==> config.mk <==
export PLATFORM = sky130hd
export DESIGN_NAME = hfec_queue
export DESIGN_NICKNAME = d
export VERILOG_FILES = /design/src/rtl/hfec_pkg.sv /design/src/rtl/hfec_queue.sv
export SDC_FILE = /design/constraint.sdc
export NUM_CORES = 1
export LEC_CHECK = 0
export BUFFER_PORTS_ARGS = -buffer_cell sky130_fd_sc_hd__buf_2
export CORE_UTILIZATION = 30
export CTS_CLUSTER_SIZE = 14
export DETAILED_ROUTE_END_ITERATION = 12
export PLACE_DENSITY = 0.51
export SKIP_CTS_REPAIR_TIMING = 1
export SLEW_MARGIN = 20
export SYNTH_ARGS = -nofsm -noshare
export SYNTH_HDL_FRONTEND = slang
export SYNTH_SLANG_ARGS = --single-unit
export TNS_END_PERCENT = 5
==> constraint.sdc <==
create_clock -name clk -period 1.9 [get_ports clk]
set_input_delay 0.19 -clock clk [delete_from_list [all_inputs] [get_ports clk]]
set_output_delay 0.19 -clock clk [all_outputs]
set_load 0.1 [all_outputs]
==> src/rtl/hfec_pkg.sv <==
package hfec_pkg;

    localparam int PROG_W  = 16;
    localparam int ADDR_W  = 31;
    localparam int COUNT_W = 32;
    localparam int STAT_W  = 3;
    localparam int IN_W    = 48;
    localparam int OUT_W   = 40;
    localparam int CFG_IDX_W = 1;
    localparam int CFG_W     = 32;

    localparam logic [CFG_IDX_W-1:0] REG_ENABLED       = 1'd0;
    localparam logic [CFG_IDX_W-1:0] REG_HOT_THRESHOLD = 1'd1;

    localparam logic [COUNT_W-1:0] HOT_THRESHOLD_RESET = 32'd1000;

    localparam logic [STAT_W-1:0] ST_FOUND    = 3'd0;
    localparam logic [STAT_W-1:0] ST_INSERTED = 3'd1;
    localparam logic [STAT_W-1:0] ST_FULL     = 3'd2;
    localparam logic [STAT_W-1:0] ST_DISABLED = 3'd3;
    localparam logic [STAT_W-1:0] ST_ABSENT   = 3'd4;

    localparam logic ACT_RECORD = 1'b0;
    localparam logic ACT_QUERY  = 1'b1;

    typedef enum logic [1:0] {
        CMD_RECORD,
        CMD_QUERY,
        CMD_DISABLED
    } cmd_kind_t;

    typedef struct packed {
        logic [PROG_W-1:0] prog;
        logic [ADDR_W-1:0] addr;
    } key_t;

    typedef struct packed {
        cmd_kind_t kind;
        key_t      key;
    } cmd_t;

endpackage

==> src/rtl/hfec_queue.sv <==
module hfec_queue
    import hfec_pkg::*;
(
    input  logic clk,
    input  logic rst_n,
    input  logic push,
    input  cmd_t push_cmd,
    output logic full,
    input  logic pop,
    output logic valid,
    output cmd_t pop_cmd
);

    cmd_t       slot_reg [2];
    logic       wr_ptr_reg;
    logic       wr_ptr_next;
    logic       rd_ptr_reg;
    logic       rd_ptr_next;
    logic [1:0] fill_reg;
    logic [1:0] fill_next;

    assign full    = fill_reg == 2'd2;
    assign valid   = fill_reg != 2'd0;
    assign pop_cmd = slot_reg[rd_ptr_reg];

    always_comb
    begin
        wr_ptr_next = wr_ptr_reg ^ push;
        rd_ptr_next = rd_ptr_reg ^ pop;
        fill_next   = fill_reg + {1'b0, push} - {1'b0, pop};
    end

    always_ff @(posedge clk or negedge rst_n)
    begin
        if (!rst_n)
        begin
            wr_ptr_reg <= 1'b0;
            rd_ptr_reg <= 1'b0;
            fill_reg   <= 2'd0;
        end
        else
        begin
            wr_ptr_reg <= wr_ptr_next;
            rd_ptr_reg <= rd_ptr_next;
            fill_reg   <= fill_next;
        end
    end

    always_ff @(posedge clk)
    begin
        if (push)
        begin
            slot_reg[wr_ptr_reg] <= push_cmd;
        end
    end

endmodule

==> flow_summary_export.csv <==
group,metric,value,unit
outcome,status,"finished clean",
setup_path,path_buf_inv,2,
synth,synth_cell_types,11,
synth,syn-cell-area,4000,um^2
place,portBuffers,103,
grt,grt_max_degree,30,
place,finalWeightedCongestion,0.6353,
setup_path,worst-r2r-cell-count,3,
cts,root_buffer,"clkbuf_16",
synth,netlist.area_leader.share,73.57,%
synth,yosys_warnings,0,
cts,clock_latency,0.34,ns
synth,synth_top_cell_by_area,"edfxtp_1",
grt,grt_overflow,0,
floorplanning,fp.dieArea,13800,um^2
routing,ant_nets,0,
final_layout,drive_gt1_share,59.72,%
grt,grt_use_total,10.49,%
final_layout,fin_cells,460,
setup_path,crit_family,"flip-flops",
cts,h-tree-depth,3,
floorplanning,die_x,117.5,um
sta,slew_headroom,68.01,%
cts,cts.clk_slew.worst_paths,0.06,ns
sta,post-route-period-util,96.82,%
routing,route.vias.total,1882,
synth,synth_adder_area_share,1.251,%
floorplanning,start_util,31.19,%
sta,setup_tns,0,ns
setup_path,critPathCaptureType,"primary output",
setup_path,cp_num_cells,3,
synth,synthSimpleGateAreaFrac,0.3128,%
synth,synth_edf_count,98,
cts,clock-sinks,102,
floorplanning,io_pins,104,
synth,synth_common_cells,"98 x edfxtp_1, 49 x mux2_4, 5 x buf_12",
synth,synthCells,169,
routing,wire_per_inst,14.33,um
sta,slew_viol_final,0,
synth,async_flop_share,3.922,%
sta,setup_viol_count_final,0,
setup_path,critPathArrivalTime,1.65,ns
sta,clock_skew,0.002917,ns
cts,cts-buffers-inserted,9,
grt,grt_pass1_wl,10.59,mm
place,dp.cells,444,
synth,syn_nets,226,
sta,timing.fmax,543.6,MHz
floorplanning,die_h,117.5,um
setup_path,critPathLaunchType,"flip-flop",
synth,synth.area.mux_share,18.39,%
final_layout,area_growth,29.81,%
grt,grt_pass1_vias,2051,
routing,drtPass1Iterations,4,
floorplanning,coreArea,12820,um^2
cts,clockBufferDepth,2,
final_layout,fill_cells,1209,
place,dp_hpwl,4.351,mm
routing,via_per_inst,4.091,
sta,finalHoldViolCount,0,
setup_path,slowest_stage,"dfrtp_4",
setup_path,cp_slowest_stage_delay,0.50,ns
sta,rsz0062_at_grt,"false",
synth,ys_top_cells_by_area,"edfxtp_1 74%, mux2_4 18%, buf_12 2.5%, dfrtp_1 2.5%, ha_1 1.3%",
worst_hold_path,hold_depth,1,
floorplanning,fp-row-count,41,
synth,synth_xor_area_share,0.8133,%
cts,cts_tree,"built",
synth,seq_area_frac_synth,76.07,%
synth,synth-seq-cells,102,
setup_path,worst-endpoint-required,1.71,ns
routing,wirelength,6.593,mm
setup_path,crit_fanout,25,
synth,avgSynthCellArea,23.67,um^2
sta,fin_crit,1.840,ns
sta,tightestPinTransition,0.4831,ns
worst_hold_path,worstHoldPathType,"in2reg",
final_layout,fin_nets,341,
synth,synth_compound_area_share,0,%
routing,drtIter0Drc,76,
grt,antenna_found_initial,0,
job,max_cap_violations,0,
synth,synth_flop_cell,"edfxtp_1",
setup_path,crit_type,"reg2out",
synth,synth_top_family_by_area,"multiplexers",
synth,post-synth-top-count-cell,"edfxtp_1",
setup_path,regToRegSetupSlack,0.57,ns
final_layout,largest_register_ffs,98,
routing,drc,0,
setup_path,worstPathCellList,"buf_12 -> mux2_4 -> clkbuf_4",
final_layout,num_antenna_cells,0,
==> per-layer routing <==
layer / global-route usage (%) / wire length (um) / up-vias
met4: 6.250 / 174 / 0
met3: 4.118 / 439 / 12
met5: 0 / 0 / -
met1: 12.21 / 2814 / 914
met2: 16.35 / 3165 / 68
li1: - / - / 888
==> worst register-to-register path: stages, from the launching register on <==
cell and delay [ns]:
dfrtp_1 0.38, inv_1 0.06, ha_2 0.17, buf_4 0.35
==> layout make-up <==
cell class | count | area [um^2] | area share, %
well taps | 172 | 215.2 | 4.145
flip-flops and latches | 102 | 3047 | 58.67
inverters | 4 | 15.01 | 0.2892
clock buffers | 12 | 236.5 | 4.554
multi-input cells | 57 | 835.8 | 16.10
clock inverters | 3 | 12.51 | 0.2410
repair buffers | 110 | 830.8 | 16.00
==> layout by cell type, fill, tap and decap left out <==
cell type      Yosys  routed
dfrtp_1            4       3
edfxtp_1          98      98
clkbuf_4           0      40
mux2_4            49      49
clkinv_1           0       2
nor2b_1            1       1
xor2_1             1       1
ha_2               0       2
xor3_1             1       1
dlygate4sd3_1      0       1
buf_12             5      11
inv_1              4       4
buf_4              0       4
clkbuf_1           0       3
clkbuf_16          0       9
ha_1               4       2
or2_2              1       1
buf_2              0      54
dfrtp_4            0       1
clkinv_2           0       1
==> final timing paths <==
| kind | from | end |
|---|---|---|
| max | rd_ptr_reg | pop_cmd[23] |
| min reg2reg | fill_reg[1] | fill_reg[1] |
| max reg2reg | wr_ptr_reg | slot_reg[0][30] |
| min | push_cmd[47] | slot_reg[0][47] |
| min in group asynchronous | rst_n | fill_reg[1] |
| max in group asynchronous | rst_n | rd_ptr_reg |
==> logic make-up (layout without fill, tap and decap cells) <==
kind of cell             count (synthesis)  after routing
AND/OR/NAND/NOR                          2              2
XOR/XNOR                                 2              2
multiplexers                            49             49
adder cells (fa/ha/maj)                  4              4
flip-flops                             102            102
buffers and inverters                   10            129
==> per-stage QoR <==
step           util [%]  worst slack (ns)  hold WS (ns)  instance area (um^2)
2_1_floorplan         -          -0.05858       -0.1056                  4003
3_3_place_gp      37.69            0.3843    -0.0006639                  4833
3_5_place_dp      37.69            0.3836      0.003450                  4833
4_1_cts           39.63        -0.0009631       -0.3743                  5082
5_1_grt           40.49          0.002231       0.01451                  5192
6_report          40.49           0.06038       0.03027                  5192
Power is not shown: default switching activity piles up to over one toggle a cycle in this logic, so the estimate is an artifact.
