File: config.mk
export PLATFORM = sky130hd
export DESIGN_NAME = hfec_front
export DESIGN_NICKNAME = d
export VERILOG_FILES = /design/src/rtl/hfec_pkg.sv /design/src/rtl/hfec_front.sv
export SDC_FILE = /design/constraint.sdc
export NUM_CORES = 1
export LEC_CHECK = 0
export ABC_CLOCK_PERIOD_IN_PS = 3950
export BUFFER_PORTS_ARGS = -buffer_cell sky130_fd_sc_hd__buf_2
export CORE_MARGIN = 2
export CORE_UTILIZATION = 27
export DETAILED_ROUTE_END_ITERATION = 12
export GPL_TIMING_DRIVEN = 0
export PLACE_DENSITY_LB_ADDON = 0.2
export SYNTH_ARGS = -nofsm -noshare
export SYNTH_HDL_FRONTEND = slang
export SYNTH_SLANG_ARGS = --single-unit
File: constraint.sdc
create_clock -name clk -period 3.95 [get_ports clk]
set_input_delay 1.185 -clock clk [delete_from_list [all_inputs] [get_ports clk]]
set_output_delay 1.185 -clock clk [all_outputs]
set_load 0.01 [all_outputs]
File: src/rtl/hfec_pkg.sv
package hfec_pkg;

    localparam int PROG_W  = 16;
    localparam int ADDR_W  = 31;
    localparam int COUNT_W = 32;
    localparam int STAT_W  = 3;
    localparam int IN_W    = 48;
    localparam int OUT_W   = 40;
    localparam int CFG_IDX_W = 1;
    localparam int CFG_W     = 32;

    localparam logic [CFG_IDX_W-1:0] REG_ENABLED       = 1'd0;
    localparam logic [CFG_IDX_W-1:0] REG_HOT_THRESHOLD = 1'd1;

    localparam logic [COUNT_W-1:0] HOT_THRESHOLD_RESET = 32'd1000;

    localparam logic [STAT_W-1:0] ST_FOUND    = 3'd0;
    localparam logic [STAT_W-1:0] ST_INSERTED = 3'd1;
    localparam logic [STAT_W-1:0] ST_FULL     = 3'd2;
    localparam logic [STAT_W-1:0] ST_DISABLED = 3'd3;
    localparam logic [STAT_W-1:0] ST_ABSENT   = 3'd4;

    localparam logic ACT_RECORD = 1'b0;
    localparam logic ACT_QUERY  = 1'b1;

    typedef enum logic [1:0] {
        CMD_RECORD,
        CMD_QUERY,
        CMD_DISABLED
    } cmd_kind_t;

    typedef struct packed {
        logic [PROG_W-1:0] prog;
        logic [ADDR_W-1:0] addr;
    } key_t;

    typedef struct packed {
        cmd_kind_t kind;
        key_t      key;
    } cmd_t;

endpackage

File: src/rtl/hfec_front.sv
module hfec_front
    import hfec_pkg::*;
(
    input  logic            clk,
    input  logic            rst_n,
    input  logic            enabled,
    input  logic            s_tvalid,
    output logic            s_tready,
    input  logic [IN_W-1:0] s_tdata,
    input  logic            q_full,
    output logic            push,
    output cmd_t            push_cmd
);

    logic hold_valid_reg;
    logic hold_valid_next;
    cmd_t hold_cmd_reg;
    cmd_t hold_cmd_next;
    logic accept;

    assign push     = hold_valid_reg && !q_full;
    assign s_tready = !hold_valid_reg || !q_full;
    assign accept   = s_tvalid && s_tready;
    assign push_cmd = hold_cmd_reg;

    always_comb
    begin
        hold_valid_next = hold_valid_reg;
        hold_cmd_next   = hold_cmd_reg;
        if (push)
        begin
            hold_valid_next = 1'b0;
        end
        if (accept)
        begin
            hold_valid_next       = 1'b1;
            hold_cmd_next.key.prog = s_tdata[PROG_W:1];
            hold_cmd_next.key.addr = s_tdata[PROG_W+ADDR_W:PROG_W+1];
            if (s_tdata[0] == ACT_QUERY)
            begin
                hold_cmd_next.kind = CMD_QUERY;
            end
            else if (enabled)
            begin
                hold_cmd_next.kind = CMD_RECORD;
            end
            else
            begin
                hold_cmd_next.kind = CMD_DISABLED;
            end
        end
    end

    always_ff @(posedge clk or negedge rst_n)
    begin
        if (!rst_n)
        begin
            hold_valid_reg <= 1'b0;
        end
        else
        begin
            hold_valid_reg <= hold_valid_next;
        end
    end

    always_ff @(posedge clk)
    begin
        hold_cmd_reg <= hold_cmd_next;
    end

endmodule

==> results of run 1 <==
[cell families (layout without fill, tap and decap cells)]
kind of cell | count (synthesis) | after routing | share of synthesized area, %
AO/OA/AOI/OAI | 2 | 2 | 0.985
buffers and inverters | 0 | 112 | 0
flip-flops | 50 | 50 | 98.1
AND/OR/NAND/NOR | 3 | 3 | 0.902
[cell type report]
type,count,area share [%]
multi-input cells,5,1.76
clock buffers,5,3.02
flip-flops and latches,50,65.6
clock inverters,3,1.87
well taps,72,3.95
repair buffers,104,23.8
[worst reg2reg max path, cell delays in order (launching register included)]
cell and delay [ns]:
dfrtp_1 0.44, a21boi_4 0.64, buf_16 0.27
[how the worst max path moves through the flow]
stage / to / slack, ns
after floorplan: push_cmd[0]$_DFFE_PP_ / 0.98
after global placement: push_cmd[35]$_DFFE_PP_ / 0.48
after detailed placement: push / 1.22
after CTS: push / 1.21
after global routing: push / 1.18
final: push / 1.21
[where the power goes]
group	internal (mW)	switching, mW	total (mW)
Clock	0.189	0.157	0.346
Combinational	0.0415	0.0452	0.0868
Sequential	0.617	0.00681	0.624
[placed cells by master, fill, tap and decap left out]
cell type,n
clkinv_1,1
a21boi_4,1
dfrtp_1,1
edfxtp_1,49
clkbuf_8,5
inv_6,1
nor2b_1,1
a21o_1,1
buf_2,103
nand2_1,1
buf_16,1
bufinv_16,1
nor2_1,1
[metal layers]
metal  vias up  global-route usage [%]  share of wire, %
met5         -                       0                 0
met4         0                    2.07                 0
met3         0                    5.00                11
met2        63                    16.8                52
met1       438                    9.55                37
li1        439                       -                 -
[per-stage QoR]
| stage | setup WS, ns | cell area [um^2] |
|---|---|---|
| 6_report | 1.21 | 2280 |
| 5_1_grt | 1.18 | 2280 |
| 4_1_cts | 1.21 | 2280 |
| 3_5_place_dp | 1.22 | 2170 |
| 3_3_place_gp | 0.479 | 2130 |
| 2_1_floorplan | 0.983 | 1530 |
==> results.md, run 1 <==
* #FFs+latches synth at 50
* Reg2reg start: hold_valid_reg$_DFFE_PN0P_
* Worst path depth at 3
* Initial antenna violation count at 0
* Most used cell, CP: buf_2
* Period Utilization, post-route at between 60% and 70%
* Area share of the largest cell type after synthesis at between 90 and 100%
* Register area at roughly 0.0015 mm^2
* Clock Skew at 0.00705 ns
* CP Data Arrival Time at between 1.5 and 2 ns
* Flop2flop setup slack at around 2.3 ns
* Crit-path max FO at 4
* Area contributors post-synth: edfxtp_1 (96%), dfrtp_1 (1.6%), a21boi_1 (0.49%)
* Fin. Hold Viols at 0
* Syn Inst Count at 55
* Crit path kind: input port to output pin
* TritonCTS Buffers at 5
* Fin Hold WS at about 0.6 ns
* Critical Path RT at 2.76 ns
* Achievable Freq at between 0.3 and 0.4 GHz
* Netlist cell types at 7
* Register area share after synthesis at a little over nine tenths
* I/O pin cnt at between 100 and 150
* Setup violations, final at 0
* Clk root buf: clkbuf_8
* DRC at 0
* Placed cell count at 231
* RSZ-0062 raised after global routing: no
* Clock Path Buffers at 2
* DR pass1 iterations at 3
* Max stage delay on crit path at between 0.1 and 0.15 ns
* Status: finished clean
* Clock Latency Late Sink at slightly below 0.3 ns
* # port buffers at 103
* CTS tree: done
* Min-Delay Path Class: register to register
* Post-DR vias/cell at 3.93
* Asr flop ratio synth at about 2.0%
* Starting Density at around 28%
* # diodes at 0
* Die Span Y at 79.2 um
* Leak pwr at ~0.97 nW
* Reg2reg path depth at 2
* Rel. slew slack at about half
* Antenna Nets Post-Route at 0
* First DRT Iteration DRCs at 32
* Slowest-stage cell, CP: buf_2
* Die Footprint at 0.00627 mm^2
* Multi-input gate area at between 40 and 50 um^2
* Synth area leader: edfxtp_1
* Critical path buffer and inverter count at 2
* Slew at the pin closest to its max-slew limit at roughly 0.77 ns
* Worst path top cell family by delay: buffers and inverters
* Syn nets at about 110
* First-pass GRT wire length at ~4500 um
* CTS resizes at 0
* Clock Sinks at 50
* Max cap viols at 0
* Row cnt at 27
* Final HPWL DP at approximately 2300 um
* Largest net degree at the start of global routing at 29
* Hold Path End: hold_valid_reg$_DFFE_PN0P_
* Total GRT Usage at roughly a tenth
* Final Util at about two fifths
* Post-synth EDFFs at 49
* Mapped Area at 0.00153 mm^2
* Via count at 940
* Share of layout cells above drive strength 1 at between 60% and 70%
* Avg Inst Size Synth at about 28 um^2
* Slew Limit Fails at 0
* Congestion Overflow GR at 0
* Final wirelength at 2940 um
* Post-CTS setup buffers at 0
* Per-cell routed wire length at around 12 um
* YS warnings at 0
* H-tree levels at 2
* Final Non-Filler Cells at 239
* Vias in the first global route at between 900 and 1000
* Most numerous cell in the Yosys netlist: edfxtp_1
* CP Launch Point: q_full
* Synth-to-Final Area Change at 49.5%
* Setup TNS at 0 ns
* Fill count at 526
* Worst VDD drop at roughly 0.00025 V
* Die X-Extent at 79.2 um
* Min-delay src: hold_valid_reg$_DFFE_PN0P_
* Worst hold stages at 1
* Primary FF master, synth: edfxtp_1
* Critical Path Sink Type: output pin
* GPL Wtd Cong at 0.643
* R2r endpoint: push_cmd[30]$_DFFE_PP_
* Post-CTS Hold Fix Bufs at 0
* Worst-path cell chain: buf_2 > nor2b_1 > buf_2
* Power Total at 1.06 mW
* Max reg flops at 49
* Final Critical Period at roughly 2.7 ns
* # nets final at between 200 and 250
* Core area at ~0.0055 mm^2
* Critical path startpoint category: input port
* CTS clock-pin slew for the worst setup and hold paths at around 0.080 ns
* P per Cell Area at between 400 and 500 mW/mm^2
(Power assumes the default switching activity.)
==> run 2: changes to the inputs <==
Settings changed: ABC_CLOCK_PERIOD_IN_PS 3950 to 2210.
Clock period 3.95 ns to 2.21 ns, I/O delays scaled along.
==> results.md, run 2 (synthesized netlist as in run 1, its figures left out) <==
* Status: finished clean
* Core area at approximately 0.0055 mm^2
* Post-CTS Hold Fix Bufs at 0
* Setup TNS at 0 ns
* Final Critical Period at approximately 1.7 ns
* # diodes at 0
* P per Cell Area at between 700 and 800 mW/mm^2
* Clock Path Buffers at 2
* DR top layer: met3
* CTS resizes at 0
* Slew Limit Fails at 0
* TritonCTS Buffers at 5
* Final Util at 41.3%
* Crit-path max FO at 26
* DP Worst Slack at between 0.1 and 0.15 ns
* Achievable Freq at a little under 0.6 GHz
* Critical Path Sink Type: register
* Clock Sinks at 50
* Slowest-stage cell, CP: a21boi_4
* Post-CTS setup buffers at 0
* Routed wl met3 at between 300 and 400 um
* Share of layout cells above drive strength 1 at between 60% and 70%
* Final Non-Filler Cells at about 240
* Crit path kind: input port to register
* Via count at 930
* Post-DR vias/cell at about 4
* # nets final at between 200 and 250
* Reg2reg path depth at 2
* Clock Skew at between 0.006 and 0.007 ns
* Worst VDD drop at 0.000379 V
* Final wirelength at 3050 um
* First-pass GRT wire length at between 4000 and 5000 um
* Max reg flops at just under 50
* Vias in the first global route at 939
* Row cnt at 27
* Starting Density at around 28%
* Placed cell count at between 200 and 250
* First DRT Iteration DRCs at 33
* CTS tree: done
* Max stage delay on crit path at 0.66 ns
* H-tree levels at 2
* DRC at 0
* R2r endpoint: push_cmd[18]$_DFFE_PP_
* Clk root buf: clkbuf_8
* Max cap viols at 0
* Largest net degree at the start of global routing at 27
* Most frequent cells in the layout: buf_2 (103), edfxtp_1 (49), clkbuf_8 (5)
* WL met1 at around 1200 um
* Critical path startpoint category: input port
* Flop2flop setup slack at about 0.54 ns
* Fill count at 537
* Initial antenna violation count at 0
* Clock Latency Late Sink at roughly 0.29 ns
* Critical path buffer and inverter count at 2
* Die X-Extent at a little under 80 um
* Min-Delay Path Class: input port to async pin
* Die Footprint at 0.00627 mm^2
* Antenna Nets Post-Route at 0
* Die Span Y at between 70 and 80 um
* Most common cell after layout, fill and taps aside: buf_2
* Setup violations, final at 0
* Synth-to-Final Area Change at 48.1%
* GPL Wtd Cong at approximately 0.64
* Slew at the pin closest to its max-slew limit at roughly 0.83 ns
* Reg2reg start: hold_valid_reg$_DFFE_PN0P_
* Final HPWL DP at 2420 um
* # port buffers at between 100 and 150
* Worst-path cell chain: buf_2 > a21boi_4 > buf_16
* I/O pin cnt at roughly 100
* CTS clock-pin slew for the worst setup and hold paths at roughly 0.090 ns
* Per-cell routed wire length at 12.8 um
* RSZ-0062 raised after global routing: no
* Setup ws final at 0.497 ns
* Rel. slew slack at ~45%
* Critical Path RT at between 2 and 2.5 ns
* Congestion Overflow GR at 0
* Leak pwr at 0.958 nW
* Worst path top cell family by delay: compound AO/OA/AOI/OAI gates
* Total GRT Usage at 9.58%
* Metal2 WL at about 1500 um
* Period Utilization, post-route at 77.5%
* Fin. Hold Viols at 0
* Fin Hold WS at around 0.12 ns
* DR pass1 iterations at 4
* CP Data Arrival Time at about 1.7 ns
[run 2: cell types whose count changed in the layout (fill, tap and decap cells not counted)]
cell / previous run / this run
bufinv_16: 1 / 0
clkinvlp_4: 0 / 1
[run 2: worst max-delay path by stage]
stage | from | to | slack, ns | depth (start not counted)
2_1_floorplan | s_tvalid | push_cmd[0]$_DFFE_PP_ | 0.27 | 1
3_3_place_gp | q_full | push_cmd[34]$_DFFE_PP_ | -0.11 | 2
3_5_place_dp | q_full | push_cmd[6]$_DFFE_PP_ | 0.14 | 3
4_1_cts | q_full | push_cmd[6]$_DFFE_PP_ | 0.46 | 3
5_1_grt | hold_valid_reg$_DFFE_PN0P_ | push_cmd[18]$_DFFE_PP_ | 0.38 | 2
6_report | q_full | push_cmd[18]$_DFFE_PP_ | 0.50 | 3
[run 2: through the flow]
stage	instance area, um^2	power (mW)
floorplan	1540	1.19
detailed placement	2170	1.30
CTS	2260	1.81
finish	2260	1.79
global placement	2140	1.29
global route	2260	1.86
[run 2: report_power, final]
group / total (mW) / switching [mW] / internal, mW
Combinational: 0.157 / 0.0825 / 0.0744
Clock: 0.514 / 0.291 / 0.223
Sequential: 1.11 / 0.0121 / 1.10
[run 2: metal layers]
layer | track usage, % | vias up
li1 | - | 438
met1 | 10.8 | 429
met2 | 16.2 | 63
met3 | 4.66 | 0
met4 | 2.59 | 0
met5 | 0 | -
[run 2: cell type report]
cell class	instances	area, um^2	area share, %
clock buffers	5	68.8	3.05
clock inverters	3	20.0	0.886
multi-input cells	5	40.0	1.77
flip-flops and latches	50	1500	66.3
well taps	72	90.1	3.99
repair buffers	104	543	24.0
==> run 3: changes to the inputs <==
Settings changed: ABC_CLOCK_PERIOD_IN_PS 2210 to 1660.
Clock period 2.21 ns to 1.66 ns, I/O delays scaled along.
==> results.md, run 3 (synthesized netlist as in run 1, its figures left out) <==
* CTS clock-pin slew for the worst setup and hold paths at approximately 0.09 ns
* Initial antenna violation count at 0
* Clock Skew at between 0.006 and 0.007 ns
* Die X-Extent at 79.2 um
* Max reg flops at between 40 and 50
* Status: finished clean
* Cell-internal power at 1.87 mW
* Met1 Use GR at 11.9%
* Reg power frac at between 60% and 70%
* Worst VDD drop at around 0.0005 V
* # nets final at 221
* Antenna Nets Post-Route at 0
* DR pass1 iterations at 4
* Largest net degree at the start of global routing at 27
* Crit-path max FO at 5
* CTS tree: done
* Congestion Overflow GR at 0
* DRC at 0
* Most common cell after layout, fill and taps aside: buf_2
* Clk pwr share at between 20% and 30%
* Worst-path cell chain: nor2b_1 > buf_2
* Clk root buf: clkbuf_8
* Leak pwr at just under 1 nW
* Post-placement cell area at ~0.0022 mm^2
* DP Worst Slack at -0.250 ns
* Final wirelength at approximately 3200 um
* Setup TNS at 0 ns
* Switching pwr at a little over 0.5 mW
* GRT Max-Usage Layer: met2
* First-pass GRT wire length at about 4700 um
* Max cap viols at 0
* Row cnt at 27
* P per Cell Area at 1050 mW/mm^2
* Total GRT Usage at between 10% and 20%
* Per-cell routed wire length at 13.3 um
* # diodes at 0
* Met2 Usage GRT at between 10% and 20%
* H-tree levels at 2
* Rel. slew slack at ~53%
* RSZ-0062 raised after global routing: no
* TritonCTS Buffers at 5
* First DRT Iteration DRCs at 37
* Final Critical Period at 1.56 ns
* Crit path kind: register to output pin
* Switching part of the total at between 20 and 25%
* GPL Wtd Cong at between 0.6 and 0.7
* Clock Latency Late Sink at about 0.29 ns
* Clock Path Buffers at 2
* Max stage delay on crit path at about 0.48 ns
* Period Utilization, post-route at approximately 94%
* Fin. Hold Viols at 0
* I/O pin cnt at 104
* Synth-to-Final Area Change at 49.5%
* Achievable Freq at 0.640 GHz
* Clock Sinks at 50
* Final Util at roughly two fifths
* Starting Density at between 20% and 30%
* Min-Delay Path Class: input port to register
* Setup ws final at ~0.1 ns
* Core area at ~0.0055 mm^2
* Critical Path RT at between 1 and 1.5 ns
* Final instance area at between 0.002 and 0.0025 mm^2
* Via count at ~950
* Final HPWL DP at 2420 um
* Slew at the pin closest to its max-slew limit at roughly 0.70 ns
* Fin Hold WS at between 0.3 and 0.4 ns
* CP Data Arrival Time at approximately 1.1 ns
* CTS resizes at 0
* Setup violations, final at 0
* Critical path startpoint category: register
* Slew Limit Fails at 0
* Comb pwr share at ~9%
* Slowest-stage cell, CP: dfrtp_1
* Share of layout cells above drive strength 1 at around two thirds
* Critical Path Sink Type: output pin
* Most frequent cells in the layout: buf_2 (103), edfxtp_1 (49), clkbuf_8 (5)
* Die Footprint at 0.00627 mm^2
* Vias in the first global route at approximately 970
* Die Span Y at approximately 79 um
* # port buffers at about 100
* GR Util met3 at 4.66%
* Post-DR vias/cell at 3.94
-- run 3: cell types whose count changed in the layout (fill, tap and decap cells not counted) --
cell / before / now
dlygate4sd3_1: 0 / 1
a21boi_2: 0 / 1
-- run 3: cell type report --
| type | instances | area, um^2 |
|---|---|---|
| Timing Repair Buffer | 105 | 553 |
| Fill cell | 535 | 3190 |
| Sequential cell | 50 | 1500 |
| Tap cell | 72 | 90.1 |
| Multi-Input combinational cell | 6 | 51.3 |
| Clock buffer | 5 | 68.8 |
| Clock inverter | 3 | 20.0 |
-- run 3: path summary, 6_finish.rpt --
path / cells after the start / start / end / slack (ns)
max reg2reg: 2 / hold_valid_reg$_DFFE_PN0P_ / push_cmd[18]$_DFFE_PP_ / 0.19
min reg2reg: 1 / hold_valid_reg$_DFFE_PN0P_ / hold_valid_reg$_DFFE_PN0P_ / 0.65
min in group asynchronous: 2 / rst_n / hold_valid_reg$_DFFE_PN0P_ / 0.51
max in group asynchronous: 2 / rst_n / hold_valid_reg$_DFFE_PN0P_ / 1.07
min: 1 / s_tdata[41] / push_cmd[24]$_DFFE_PP_ / 0.37
max: 2 / hold_valid_reg$_DFFE_PN0P_ / push / 0.1
-- run 3: critical path, delay by kind of cell (launching register included) --
family,cells,cell delay (ns)
flops,1,0.48
simple gates,1,0.16
buf+inv,1,0.13
-- run 3: power by group through the flow --
stage          registers [mW]  clock network [mW]  logic, mW
2_1_floorplan            1.55                   0     0.0301
3_3_place_gp             1.51                   0      0.197
3_5_place_dp             1.51                   0      0.215
4_1_cts                  1.49               0.713      0.221
5_1_grt                  1.49               0.761      0.235
6_report                 1.49               0.685      0.215
-- run 3: routing by layer --
layer	wire length [um]	vias to the layer above
li1	-	445
met1	1290	441
met2	1590	63
met3	330	0
met4	0	0
met5	0	-
-- run 3: repair_timing --
action	4_1_cts	5_1_grt
buffers inserted	0	0
setup endpoints to repair	26	0
hold buffers	1	0
hold endpoints to repair	1	0
-- run 3: per-stage QoR --
step                      instances  power [mW]
after floorplan                  55        1.58
after global placement          230        1.71
after detailed placement        231        1.73
after CTS                       241        2.42
after global routing            241        2.49
final                           241        2.39
